### config.mk
export PLATFORM = sky130hd
export DESIGN_NAME = generational_slot_handle_allocator_unit
export DESIGN_NICKNAME = d
export VERILOG_FILES = /design/src/hw/rtl/gsha_pkg.sv /design/src/hw/rtl/gsha_ram.sv /design/src/hw/rtl/generational_slot_handle_allocator_unit.sv
export SDC_FILE = /design/constraint.sdc
export NUM_CORES = 2
export LEC_CHECK = 0
export BUFFER_PORTS_ARGS = -buffer_cell sky130_fd_sc_hd__buf_2
export CAP_MARGIN = 20
export CORE_UTILIZATION = 40
export DETAILED_ROUTE_END_ITERATION = 16
export PLACE_DENSITY = 0.65
export SYNTH_ARGS = -nofsm -noshare
export SYNTH_HDL_FRONTEND = slang
export SYNTH_SLANG_ARGS = --single-unit
### constraint.sdc
create_clock -name clk -period 8.95 [get_ports clk]
set_input_delay 1.79 -clock clk [delete_from_list [all_inputs] [get_ports clk]]
set_output_delay 1.79 -clock clk [all_outputs]
set_load 0.01 [all_outputs]
### src/hw/rtl/gsha_pkg.sv
`default_nettype none

package gsha_pkg;

    localparam int NUM_SLOTS = 32;
    localparam int SLOT_W    = $clog2(NUM_SLOTS);
    localparam int CNT_W     = $clog2(NUM_SLOTS + 1);
    localparam int HSLOT_W   = 8;
    localparam int GEN_W     = 24;
    localparam int HANDLE_W  = GEN_W + HSLOT_W;

    localparam logic [1:0] MODE_ACQUIRE = 2'd0;
    localparam logic [1:0] MODE_RELEASE = 2'd1;
    localparam logic [1:0] MODE_RESOLVE = 2'd2;
    localparam logic [1:0] MODE_UNUSED  = 2'd3;

    localparam logic [1:0] ST_OK         = 2'd0;
    localparam logic [1:0] ST_NO_SLOT    = 2'd1;
    localparam logic [1:0] ST_STALE      = 2'd2;
    localparam logic [1:0] ST_NOT_ACTIVE = 2'd3;

    typedef struct packed {
        logic [1:0]          mode;
        logic [HANDLE_W-1:0] handle;
    } req_t;

    typedef struct packed {
        logic [HANDLE_W-1:0] handle_out;
        logic [4:0]          slot_index;
        logic                slot_active;
        logic [1:0]          status;
    } rsp_t;

endpackage

`default_nettype wire

### src/hw/rtl/gsha_ram.sv
`default_nettype none

module gsha_ram #(
    parameter int WIDTH = 8,
    parameter int DEPTH = 32
) (
    input  wire logic                     clk,
    input  wire logic                     we,
    input  wire logic [$clog2(DEPTH)-1:0] waddr,
    input  wire logic [WIDTH-1:0]         wdata,
    input  wire logic                     re,
    input  wire logic [$clog2(DEPTH)-1:0] raddr,
    output logic      [WIDTH-1:0]         rdata
);

    logic [WIDTH-1:0] mem [DEPTH];

    always_ff @(posedge clk)
    begin
        if (we)
        begin
            mem[waddr] <= wdata;
        end
        if (re)
        begin
            rdata <= mem[raddr];
        end
    end

endmodule

`default_nettype wire

### src/hw/rtl/generational_slot_handle_allocator_unit.sv
// An acquire served from the free stack goes through S_IDLE, S_POP and S_EXEC, doing the
// registered reads of the free stack memory and then of the generation memory one after
// the other; every other operation goes from S_IDLE to S_EXEC. A request is taken only in
// S_IDLE, so one item is in work at a time; S_EXEC waits until the last result is taken.
// Reset clears the counters, the activity flags and the generation valid flags, so every
// generation reads as zero; free stack contents stay undefined until pushed.
`default_nettype none

module generational_slot_handle_allocator_unit (
    input  wire logic          clk,
    input  wire logic          rst_n,
    input  wire logic          req_valid,
    output logic               req_ready,
    input  wire gsha_pkg::req_t req,
    output logic               rsp_valid,
    input  wire logic          rsp_ready,
    output gsha_pkg::rsp_t     rsp
);

    typedef enum logic [1:0] {
        S_IDLE,
        S_POP,
        S_EXEC
    } state_t;

    state_t                                  state_reg, state_next;
    logic [1:0]                              mode_reg, mode_next;
    logic [gsha_pkg::HANDLE_W-1:0]           handle_reg, handle_next;
    logic [gsha_pkg::SLOT_W-1:0]             idx_reg, idx_next;
    logic                                    fail_reg, fail_next;
    logic                                    pop_reg, pop_next;
    logic [gsha_pkg::CNT_W-1:0]              depth_reg, depth_next;
    logic [gsha_pkg::CNT_W-1:0]              used_reg, used_next;
    logic [gsha_pkg::NUM_SLOTS-1:0]          busy_reg, busy_next;
    logic [gsha_pkg::NUM_SLOTS-1:0]          gen_ok_reg, gen_ok_next;
    logic                                    rsp_valid_reg, rsp_valid_next;
    gsha_pkg::rsp_t                          rsp_reg, rsp_next;

    logic                                    stk_we, stk_re;
    logic [gsha_pkg::SLOT_W-1:0]             stk_waddr, stk_raddr, stk_wdata, stk_rdata;
    logic                                    gen_we, gen_re;
    logic [gsha_pkg::SLOT_W-1:0]             gen_waddr, gen_raddr;
    logic [gsha_pkg::GEN_W-1:0]              gen_wdata, gen_rdata, gen_cur;
    logic [gsha_pkg::HSLOT_W-1:0]            hslot;
    logic                                    accept, fire, handle_ok;

    gsha_ram #(
        .WIDTH(gsha_pkg::SLOT_W),
        .DEPTH(gsha_pkg::NUM_SLOTS)
    ) u_stack (
        .clk  (clk),
        .we   (stk_we),
        .waddr(stk_waddr),
        .wdata(stk_wdata),
        .re   (stk_re),
        .raddr(stk_raddr),
        .rdata(stk_rdata)
    );

    gsha_ram #(
        .WIDTH(gsha_pkg::GEN_W),
        .DEPTH(gsha_pkg::NUM_SLOTS)
    ) u_gen (
        .clk  (clk),
        .we   (gen_we),
        .waddr(gen_waddr),
        .wdata(gen_wdata),
        .re   (gen_re),
        .raddr(gen_raddr),
        .rdata(gen_rdata)
    );

    assign req_ready = (state_reg == S_IDLE);
    assign rsp_valid = rsp_valid_reg;
    assign rsp       = rsp_reg;
    assign accept    = req_valid && req_ready;
    assign fire      = (state_reg == S_EXEC) && (!rsp_valid_reg || rsp_ready);
    assign hslot     = handle_reg[gsha_pkg::HSLOT_W-1:0];
    assign gen_cur   = gen_ok_reg[idx_reg] ? gen_rdata : '0;
    assign handle_ok = (hslot != '0)
                    && (hslot <= gsha_pkg::HSLOT_W'(used_reg))
                    && (handle_reg[gsha_pkg::HANDLE_W-1:gsha_pkg::HSLOT_W] == gen_cur);

    always_comb
    begin
        state_next     = state_reg;
        mode_next      = mode_reg;
        handle_next    = handle_reg;
        idx_next       = idx_reg;
        fail_next      = fail_reg;
        pop_next       = pop_reg;
        depth_next     = depth_reg;
        used_next      = used_reg;
        busy_next      = busy_reg;
        gen_ok_next    = gen_ok_reg;
        rsp_valid_next = rsp_valid_reg && !rsp_ready;
        rsp_next       = rsp_reg;
        stk_we         = 1'b0;
        stk_waddr      = depth_reg[gsha_pkg::SLOT_W-1:0];
        stk_wdata      = idx_reg;
        stk_re         = 1'b0;
        stk_raddr      = gsha_pkg::SLOT_W'(depth_reg - 1'b1);
        gen_we         = 1'b0;
        gen_waddr      = idx_reg;
        gen_wdata      = gen_cur + 1'b1;
        gen_re         = 1'b0;
        gen_raddr      = idx_reg;

        unique case (state_reg)
            S_IDLE:
            begin
                if (accept)
                begin
                    mode_next   = req.mode;
                    handle_next = req.handle;
                    fail_next   = 1'b0;
                    pop_next    = 1'b0;
                    state_next  = S_EXEC;
                    if (req.mode == gsha_pkg::MODE_ACQUIRE)
                    begin
                        if (depth_reg != '0)
                        begin
                            pop_next   = 1'b1;
                            stk_re     = 1'b1;
                            state_next = S_POP;
                        end
                        else if (used_reg < gsha_pkg::CNT_W'(gsha_pkg::NUM_SLOTS))
                        begin
                            idx_next  = used_reg[gsha_pkg::SLOT_W-1:0];
                            gen_re    = 1'b1;
                            gen_raddr = used_reg[gsha_pkg::SLOT_W-1:0];
                        end
                        else
                        begin
                            fail_next = 1'b1;
                        end
                    end
                    else
                    begin
                        idx_next  = gsha_pkg::SLOT_W'(req.handle[gsha_pkg::HSLOT_W-1:0] - 1'b1);
                        gen_re    = 1'b1;
                        gen_raddr = gsha_pkg::SLOT_W'(req.handle[gsha_pkg::HSLOT_W-1:0] - 1'b1);
                    end
                end
            end

            S_POP:
            begin
                idx_next   = stk_rdata;
                gen_re     = 1'b1;
                gen_raddr  = stk_rdata;
                state_next = S_EXEC;
            end

            S_EXEC:
            begin
                if (fire)
                begin
                    state_next     = S_IDLE;
                    rsp_valid_next = 1'b1;
                    rsp_next       = '{handle_out: '0, slot_index: '0, slot_active: 1'b0,
                                       status: gsha_pkg::ST_STALE};
                    case (mode_reg)
                        gsha_pkg::MODE_ACQUIRE:
                        begin
                            if (fail_reg)
                            begin
                                rsp_next.status = gsha_pkg::ST_NO_SLOT;
                            end
                            else
                            begin
                                busy_next[idx_reg] = 1'b1;
                                if (pop_reg)
                                begin
                                    depth_next = depth_reg - 1'b1;
                                end
                                else
                                begin
                                    used_next = used_reg + 1'b1;
                                end
                                rsp_next.handle_out  = {gen_cur,
                                                        gsha_pkg::HSLOT_W'(idx_reg) + 1'b1};
                                rsp_next.slot_index  = 5'(idx_reg);
                                rsp_next.slot_active = 1'b1;
                                rsp_next.status      = gsha_pkg::ST_OK;
                            end
                        end
                        gsha_pkg::MODE_RESOLVE:
                        begin
                            if (handle_ok)
                            begin
                                rsp_next.handle_out  = handle_reg;
                                rsp_next.slot_index  = 5'(idx_reg);
                                rsp_next.slot_active = busy_reg[idx_reg];
                                rsp_next.status      = gsha_pkg::ST_OK;
                            end
                        end
                        gsha_pkg::MODE_RELEASE:
                        begin
                            if (handle_ok && !busy_reg[idx_reg])
                            begin
                                rsp_next.slot_index = 5'(idx_reg);
                                rsp_next.status     = gsha_pkg::ST_NOT_ACTIVE;
                            end
                            else if (handle_ok)
                            begin
                                busy_next[idx_reg]   = 1'b0;
                                gen_we               = 1'b1;
                                gen_ok_next[idx_reg] = 1'b1;
                                if (depth_reg < gsha_pkg::CNT_W'(gsha_pkg::NUM_SLOTS))
                                begin
                                    stk_we     = 1'b1;
                                    depth_next = depth_reg + 1'b1;
                                end
                                rsp_next.handle_out = handle_reg;
                                rsp_next.slot_index = 5'(idx_reg);
                                rsp_next.status     = gsha_pkg::ST_OK;
                            end
                        end
                        default:
                        begin
                            rsp_next.status = gsha_pkg::ST_STALE;
                        end
                    endcase
                end
            end

            default:
            begin
                state_next = S_IDLE;
            end
        endcase
    end

    always_ff @(posedge clk or negedge rst_n)
    begin
        if (!rst_n)
        begin
            state_reg     <= S_IDLE;
            mode_reg      <= gsha_pkg::MODE_ACQUIRE;
            handle_reg    <= '0;
            idx_reg       <= '0;
            fail_reg      <= 1'b0;
            pop_reg       <= 1'b0;
            depth_reg     <= '0;
            used_reg      <= '0;
            busy_reg      <= '0;
            gen_ok_reg    <= '0;
            rsp_valid_reg <= 1'b0;
            rsp_reg       <= '0;
        end
        else
        begin
            state_reg     <= state_next;
            mode_reg      <= mode_next;
            handle_reg    <= handle_next;
            idx_reg       <= idx_next;
            fail_reg      <= fail_next;
            pop_reg       <= pop_next;
            depth_reg     <= depth_next;
            used_reg      <= used_next;
            busy_reg      <= busy_next;
            gen_ok_reg    <= gen_ok_next;
            rsp_valid_reg <= rsp_valid_next;
            rsp_reg       <= rsp_next;
        end
    end

endmodule

`default_nettype wire

==> flow_summary.yaml <==
outcome:
  status: "completed"
route:
  wl_um: 123000
  top_layer_used: "met5"
  wl_met3_um: 11400
  drtPass1Iterations: 6
  ant_nets: 0
  num_vias: 29500
  met2_wirelength_um: 54700
  first_iter_violations: 3744
  wire_per_inst_um: 23.8
  remaining_drc_errors: 0
  via_per_inst: 5.74
  met1_length_um: 52400
sta:
  slew_violations: 0
  slew_headroom: 0.266
  max_freq_mhz: 151
  setup_ws_ns: 2.33
  finalSetupTns_ns: 0
  setup_viol: 0
  fin_crit_ns: 6.62
  final_hold_viol_count: 0
  fin_crit_sh: 0.739
  tightest_slew_ns: 1.10
  rsz0062_at_grt: "false"
  skew_ns: 0.0326
  worst_hold_slack_ns: 0.463
floorplanning:
  start_util: 0.406
  die_area_mm2: 0.116
  die_x_um: 341
  io_pins: 80
  chipHeight_um: 341
  coreArea_mm2: 0.113
  rows: 123
layout:
  area_delta_synth_final_pct: 12.5
  final_cell_mix: "957 x edfxtp_1, 903 x nand2_1, 220 x nand3_1"
  final_layout_size_suffix_gt1_frac: 0.125
  n_antenna_cell: 0
  nets: 3612
  final_common_cell: "edfxtp_1"
  largest_reg_flops: 768
  layout.cells.non_filler: 5147
power:
  finalPower_w: 0.0135
  p_per_area_mw_per_mm2: 261
  power.leakage_nw: 19.5
  max-vdd-ir-drop_mv: 0.265
clock_tree:
  cts_resized: 0
  ctsHoldBuffers: 0
  clockBufferDepth: 3
  cts_tree: "built"
  clock_latency_ns: 0.70
  numCtsBuffers: 107
  htreeDepth: 3
  post_cts_buffers: 0
  clk_pin_slew_worst_paths_ns: 0.06
  clock_sink_count: 1117
  root_buffer: "clkbuf_16"
grt:
  grt_usage: 0.207
  grt_pass1_vias: 28200
  antenna_found_initial: 1
  grt-ovfl-total: 0
  grt_start_max_net_pins: 209
  grt_pass1_wl_um: 182000
logic_synthesis:
  syn_nets: 3585
  synth.avg_cell_area_um2: 13.0
  ys_ff_latch: 1117
  yosysTopAreaCell: "edfxtp_1"
  synth-async-reset-ratio: 0.143
  seq_area_frac_synth: 0.713
  synthTopCellsByArea: "edfxtp_1 63%, dfrtp_1 8.7%, nand2_1 7.4%"
  synth_edf_count: 957
  netlist.area_leader.share: 0.626
  ys.flop_type: "edfxtp_1"
  ys_warn_count: 0
  synthDistinctLibCells: 75
  syn_area_mm2: 0.0459
  netlist_instances: 3530
critical_path:
  worstSetupStartpointType: "flip-flop"
  required_ns: 9.25
  endpoint_kind: "flip-flop"
  critical_path.max_fanout: 54
  path_class: "reg2reg"
  reg2reg_from: "gen_waddr[4]$_DFF_PN0_"
  critPathLaunch: "gen_waddr[4]$_DFF_PN0_"
  arrival_ns: 6.92
job:
  maxCapViolCount: 0
placement:
  port_buffers: 79
  pre_cts_slack_ns: 2.53
  place_congestion: 0.863
  dp_hpwl_um: 67800
  dpl.cell_count: 4943
worst_hold_path:
  hp-class: "reg2reg"
  hp-start: "gen_ok_reg[19]$_DFFE_PN0P_"
-- metrics by stage --
step | util | instance area, um^2
4_1_cts | 0.456 | 51500
5_1_grt | 0.456 | 51600
3_5_place_dp | 0.425 | 48100
2_1_floorplan | - | 45900
6_report | 0.456 | 51600
3_3_place_gp | 0.423 | 47900
-- cell type report --
class	instances	area (um^2)
sequential	1117	32700
clock buffer	135	2850
clock inverter	64	593
fill	9909	61500
multi-input combinational	2150	12300
timing repair buffer	142	1070
inverter	39	159
tap	1500	1880
-- report_power, final --
part | internal, W | total, W | switching [W]
sequential | 0.00587 | 0.00624 | 0.000367
clock | 0.00250 | 0.00448 | 0.00199
combinational | 0.000941 | 0.00276 | 0.00182
-- Yosys cell counts, drive strengths merged (8+ instances only) --
| cell type | number |
|---|---|
| or4 | 28 |
| and3 | 130 |
| a31oi | 122 |
| a21o | 13 |
| or2 | 22 |
| o21ai | 20 |
| buf | 89 |
| nand2 | 903 |
| nand3 | 221 |
| inv | 39 |
| nand3b | 9 |
| ha | 17 |
| o22ai | 56 |
| edfxtp | 957 |
| mux2i | 21 |
| nor2 | 119 |
| nand4 | 9 |
| a221o | 18 |
| or3 | 11 |
| dfrtp | 160 |
| xor2 | 17 |
| clkbuf | 135 |
| a21boi | 8 |
| nor3 | 65 |
| nand2b | 9 |
| a22o | 17 |
| xnor2 | 25 |
| a21oi | 139 |
| nor4 | 8 |
| mux4 | 58 |
| and2 | 8 |
-- metal layers --
| metal | global-route usage | vias up |
|---|---|---|
| li1 | - | 13000 |
| met1 | 0.302 | 14800 |
| met2 | 0.309 | 1428 |
| met3 | 0.0438 | 238 |
| met4 | 0.0673 | 2 |
| met5 | 0 | - |
-- worst max-delay path, stage by stage (launching register included) --
cell and delay (ns):
dfrtp_2 1.06, inv_1 0.53, o32ai_1 0.61, o31ai_2 0.14, nand4_2 0.42, nand2_1 0.28
a2111oi_0 0.52, nand4_1 0.33, nor3_4 0.95, nand2_1 0.45, nor2_4 0.90
-- logic make-up (layout without fill, tap and decap cells) --
family	count (synthesis)	count (layout)	synth area share
buf+inv	263	380	0.0237
fa+ha+maj	17	17	0.00463
xor+xnor	42	42	0.00801
simple gates	1557	1557	0.152
mux	85	85	0.0345
compound gates	449	449	0.0633
flops	1117	1117	0.713
-- final timing paths --
check	to	slack [ns]	depth (start not counted)
worst max-delay path	u_gen.mem[14][18]$_DFFE_PP_	2.33	10
worst min-delay path	gen_ok_reg[19]$_DFFE_PN0P_	0.46	1
worst max register to register	u_gen.mem[14][18]$_DFFE_PP_	2.33	10
worst min register to register	gen_ok_reg[19]$_DFFE_PN0P_	0.46	1
max in group asynchronous	gen_waddr[4]$_DFF_PN0_	6.24	2
min in group asynchronous	depth_reg[0]$_DFFE_PN0P_	1.20	1
Power figures use the tool's default switching activity.
